==> config.mk <==
export PLATFORM = sky130hd
export DESIGN_NAME = ddo_mul
export DESIGN_NICKNAME = d
export VERILOG_FILES = /design/src/hdl/ddo_pkg.sv /design/src/hdl/ddo_mul.sv
export SDC_FILE = /design/constraint.sdc
export NUM_CORES = 2
export LEC_CHECK = 0
export BUFFER_PORTS_ARGS = -buffer_cell sky130_fd_sc_hd__buf_2
export CAP_MARGIN = 20
export CORE_MARGIN = 2
export CORE_UTILIZATION = 50
export CTS_BUF_LIST = sky130_fd_sc_hd__clkbuf_2 sky130_fd_sc_hd__clkbuf_4 sky130_fd_sc_hd__clkbuf_8
export CTS_CLUSTER_DIAMETER = 40
export DETAILED_ROUTE_END_ITERATION = 8
export PLACE_DENSITY = 0.66
export SETUP_SLACK_MARGIN = 0.2
export SYNTH_ARGS = -nofsm -noshare
export SYNTH_HDL_FRONTEND = slang
export SYNTH_SLANG_ARGS = --single-unit
==> constraint.sdc <==
create_clock -name i_clk -period 17 [get_ports i_clk]
set_input_delay 0.85 -clock i_clk [delete_from_list [all_inputs] [get_ports i_clk]]
set_output_delay 0.85 -clock i_clk [all_outputs]
set_load 0.005 [all_outputs]
==> src/hdl/ddo_pkg.sv <==
// Shared types, constants and the arctangent table for the odometry block.
`timescale 1ns / 1ps

package ddo_pkg;

    localparam int CORDIC_STAGES_DEF = 24;
    localparam int CORDIC_STAGES_MAX = 32;

    // CORDIC datapath width: Q1.30 values with headroom for growth and sign
    localparam int CW = 34;

    localparam logic signed [CW-1:0] CORDIC_GAIN = 34'sd652032874;

    localparam logic [31:0] HALF_DIST_RST = 32'd447392;
    localparam logic [31:0] ANGLE_RST     = 32'd1780118;

    // Configuration register indexes
    localparam logic [7:0] CFG_HALF_DIST = 8'd0;
    localparam logic [7:0] CFG_ANGLE     = 8'd1;

    typedef struct packed {
        logic        start;
        logic [31:0] phi;
    } t_cordic_req;

    typedef struct packed {
        logic                 done;
        logic signed [CW-1:0] cos_v;
        logic signed [CW-1:0] sin_v;
    } t_cordic_rsp;

    // atan(2^-i) in binary-angle units (full turn = 2^32)
    function automatic logic [31:0] atan_lut(input logic [4:0] idx);
        logic [31:0] v;
        case (idx)
            5'd0:  v = 32'h20000000;
            5'd1:  v = 32'h12E4051E;
            5'd2:  v = 32'h09FB385B;
            5'd3:  v = 32'h051111D4;
            5'd4:  v = 32'h028B0D43;
            5'd5:  v = 32'h0145D7E1;
            5'd6:  v = 32'h00A2F61E;
            5'd7:  v = 32'h00517C55;
            5'd8:  v = 32'h0028BE53;
            5'd9:  v = 32'h00145F2F;
            5'd10: v = 32'h000A2F98;
            5'd11: v = 32'h000517CC;
            5'd12: v = 32'h00028BE6;
            5'd13: v = 32'h000145F3;
            5'd14: v = 32'h0000A2FA;
            5'd15: v = 32'h0000517D;
            5'd16: v = 32'h000028BE;
            5'd17: v = 32'h0000145F;
            5'd18: v = 32'h00000A30;
            5'd19: v = 32'h00000518;
            5'd20: v = 32'h0000028C;
            5'd21: v = 32'h00000146;
            5'd22: v = 32'h000000A3;
            5'd23: v = 32'h00000051;
            5'd24: v = 32'h00000029;
            5'd25: v = 32'h00000014;
            5'd26: v = 32'h0000000A;
            5'd27: v = 32'h00000005;
            5'd28: v = 32'h00000003;
            5'd29: v = 32'h00000001;
            5'd30: v = 32'h00000001;
            default: v = 32'h00000000;
        endcase
        return v;
    endfunction

endpackage

==> src/hdl/ddo_mul.sv <==
// Shared signed multiplier with a registered product.
`timescale 1ns / 1ps

module ddo_mul (
    input  logic                           i_clk,
    input  logic signed [ddo_pkg::CW-1:0]  i_a,
    input  logic signed [ddo_pkg::CW-1:0]  i_b,
    output logic signed [2*ddo_pkg::CW-1:0] o_p
);

    logic signed [2*ddo_pkg::CW-1:0] r_p;

    always_ff @(posedge i_clk) begin
        r_p <= i_a * i_b;
    end

    assign o_p = r_p;

endmodule

Yosys cells after proc, flatten, opt, wreduce, memory -nomap -nowiden
Cells that the tools add are included.
- bits in registers: 68
- input bits: 69
- output and inout bits: 68
- logic and storage cells: 2
- $mul: 1
- operators with widths (cell ; number):
    34-bit by 34-bit multiplier with 68-bit output ; 1

Logic depth before layout (Yosys ltp)
- word-level depth: 1
- mapped depth: 31
- depth with buffers taken out: 29

Least setup slack after synthesis
Ideal clock, no wire load.
- path type: input to register
- start point: input i_a[33] (netlist bit)
- end point: register r_p, in the netlist o_p[65]
- data arrival time: 8.268 ns
- data required time: 16.928 ns
- slack: 8.660 ns
- cell stages on the path: 24
- cells stage by stage: clkbuf_1 nand2_1 inv_1 fa_1 fa_1 fa_1 fa_1 inv_1 fa_1 fa_1 fa_1 fa_1 inv_1 ha_1 clkdlybuf4s50_2 nand3_1 or2_2 nor2_1 a221oi_1 o21ai_0 a31oi_2 nor2_2 o41ai_2 xnor2_1
- word-level cells in the longest chain between the ends: 1
- RTL lines (element ; line ; RTL):
    from (decl) ; ddo_mul.sv:6 ; input logic signed [ddo_pkg::CW-1:0] i_a,
    34-bit by 34-bit multiplier with 68-bit output ; ddo_mul.sv:14 ; r_p <= i_a * i_b;
    to (signal assigned) ; ddo_mul.sv:14 ;
    to (decl) ; ddo_mul.sv:11 ; logic signed [2*ddo_pkg::CW-1:0] r_p;
Every way passes these cells.

Final worst setup path
- start point: input i_a[33] (netlist bit)
- end point: register r_p, in the netlist o_p[66]
The elaborated chain is that of the path after synthesis.

==> flow_metrics.py <==
metrics = {
    "timing": {
        "slew_violations": 0,
        "setup_violations": 0,
        "post-route-min-period_ns": 8.838,
        "slew_headroom_pct": 30.15,
        "hold_violations": 0,
        "fmaxAchievable_mhz": 113.1,
        "setup-tns-final_ns": 0,
        "tightest_slew_ns": 1.048,
        "rsz0062_at_grt": "false",
        "post-route-period-util_pct": 51.99,
    },
    "die": {
        "die_h_um": 297.4,
        "ios": 137,
        "fp.dieW_um": 297.4,
        "die_area_mm2": 0.08842,
        "core_area_mm2": 0.08528,
        "start_util_pct": 50.45,
        "row_count": 107,
    },
    "synthesis": {
        "synth_area_mm2": 0.04303,
        "yosys_most_used_dff": "dfxtp_1",
        "synth_fp_nets": 6068,
        "async_reset_ff_share_pct": 0,
        "avgSynthCellArea_um2": 9.448,
        "ys.warnings.count": 0,
        "synth-edff-count": 0,
        "synth-seq-area-share_pct": 3.164,
        "netlist-cell-type-count": 69,
        "ys_seq_elements": 68,
        "synth_cells": 4554,
    },
    "drt": {
        "dr.pass1.iters": 6,
        "num_vias": 29648,
        "drc": 0,
        "first_iter_violations": 1685,
        "routed_wl_mm": 113.4,
        "via_per_inst": 5.238,
        "wire_per_inst_um": 20.03,
        "final_antenna_net_count": 0,
    },
    "finish": {
        "seqCellArea_mm2": 0.001361,
        "fin_nets": 6021,
        "area_growth_pct": 3.920,
        "multi_input_area_mm2": 0.03614,
        "drive_gt1_share_pct": 4.832,
        "largest_register_ff_count": 68,
        "fillers": 7781,
    },
    "global_routing": {
        "grt-ovfl-total": 0,
        "grt_pass1_vias": 33104,
        "grt_max_degree": 35,
        "grt_pass1_wl_mm": 187.2,
        "grt_use_total_pct": 27.51,
        "antenna_found_initial": 6,
    },
    "setup_path": {
        "critPathRequiredTime_ns": 17.37,
        "crit_type": "input pin to register",
        "cp-end-kind": "register",
        "cp.arrival_ns": 9.21,
        "worst-path-max-fanout": 34,
        "startpoint_type": "input pin",
    },
    "placement": {
        "gp_congestion": 0.9029,
        "hpwl_mm": 87.32,
        "io_buffers": 136,
    },
    "clocking": {
        "clock-sinks": 68,
        "cts_resized": 0,
        "clk_pin_slew_ns": 0.09,
        "clock_path_buffers": 2,
        "cts_root_buffer": "clkbuf_8",
        "cts_tree": "done",
        "cts_buffers": 9,
        "h-tree-depth": 3,
        "ctsHoldBuffers": 0,
        "postCtsSetupRepairBufs": 0,
    },
    "worst_hold_path": {
        "hp-class": "input pin to register",
    },
    "run_status": {
        "outcome": "finished clean",
    },
    "run": {
        "maxCapViolations": 0,
    },
}
-- placed cells by master, fill, tap and decap left out, types with 9 or more instances in the layout --
master	n
buf_2	136
xor2_1	23
nand3_1	11
dfxtp_1	68
inv_1	1231
a21o_1	37
nor2_1	54
fa_1	1241
ha_1	204
nand4_1	11
o21ai_0	31
a21oi_1	61
nand2_1	542
clkbuf_8	11
nor2b_1	9
xnor2_1	56
o21bai_1	12
nand2b_1	20
and2_1	621
buf_4	34
-- cells in the mapped netlist, types with 4 or more instances --
master | instances | area [um^2]
fa_1 | 1241 | 24840
inv_1 | 1231 | 4621
and2_1 | 621 | 3885
nand2_1 | 542 | 2034
clkbuf_1 | 214 | 803.3
ha_1 | 204 | 2552
dfxtp_1 | 68 | 1361
a21oi_1 | 61 | 305.3
xnor2_1 | 56 | 490.5
nor2_1 | 54 | 202.7
a21o_1 | 37 | 277.8
o21ai_0 | 31 | 155.2
xor2_1 | 23 | 201.4
nand2b_1 | 20 | 125.1
o21bai_1 | 12 | 90.09
nand3_1 | 11 | 55.05
nand4_1 | 11 | 68.82
nor2b_1 | 9 | 56.30
a31oi_1 | 7 | 43.79
o21ai_1 | 7 | 35.03
a211oi_1 | 6 | 45.04
and3_1 | 5 | 31.28
nor3_1 | 5 | 25.02
buf_4 | 4 | 30.03
o21a_1 | 4 | 30.03
or2_2 | 4 | 25.02
-- path summary, 6_finish.rpt --
path / start / end / slack (ns) / depth (start not counted)
max: i_a[33] / o_p[66] / 8.16 / 21
min: i_b[0] / o_p[0] / 0.96 / 3
-- layer usage --
metal / global-route usage, % / share of wire (%) / vias to the layer above
met5: 0 / 0.030 / -
met4: 8.598 / 2.9 / 6
met3: 4.324 / 6.4 / 204
met2: 45.08 / 48 / 951
met1: 37.85 / 42 / 15801
li1: - / - / 12686
-- cell type report --
cell class	count	area share, %
clock buffers	13	0.3722
repair buffers	170	2.093
well taps	1144	3.201
clock inverters	3	0.09794
inverters	1232	10.34
diodes	4	0.02239
multi-input cells	3026	80.83
flip-flops and latches	68	3.044
-- logic make-up after synthesis --
| group | synth area share (%) |
|---|---|
| buffers and inverters | 12.84 |
| AOI/OAI and AO/OA | 3.347 |
| adders and majority gates | 63.67 |
| xor gates and xnor gates | 1.608 |
| and+or+nand+nor | 15.37 |
| DFF | 3.164 |
-- stage by stage --
step	instances	instance area [um^2]	hold WS, ns	utilization, %	setup slack (ns)
2_1_floorplan	4554	43030	0.9773	-	8.660
3_3_place_gp	5640	44490	1.226	52.17	7.764
3_5_place_dp	5640	44490	1.225	52.17	7.671
4_1_cts	5656	44700	0.9289	52.42	8.164
5_1_grt	5658	44710	0.9660	52.43	7.830
6_report	5660	44710	0.9599	52.43	8.162
-- worst max-delay path, stage by stage --
cell      delay [ns]
buf_2           0.63
nand2_1         0.21
inv_1           0.17
fa_1            0.53
fa_1            0.65
fa_1            0.70
fa_1            1.29
fa_1            0.58
fa_1            0.51
fa_1            0.50
inv_1           0.05
fa_1            0.48
inv_1           0.04
ha_1            0.39
and2_1          0.27
nand2_1         0.10
o41ai_1         0.50
a31oi_4         0.10
o31ai_4         0.37
a221oi_2        0.11
xnor2_1         0.13
Power is not shown: default switching activity piles up to over one toggle a cycle in this logic, so the estimate is an artifact.
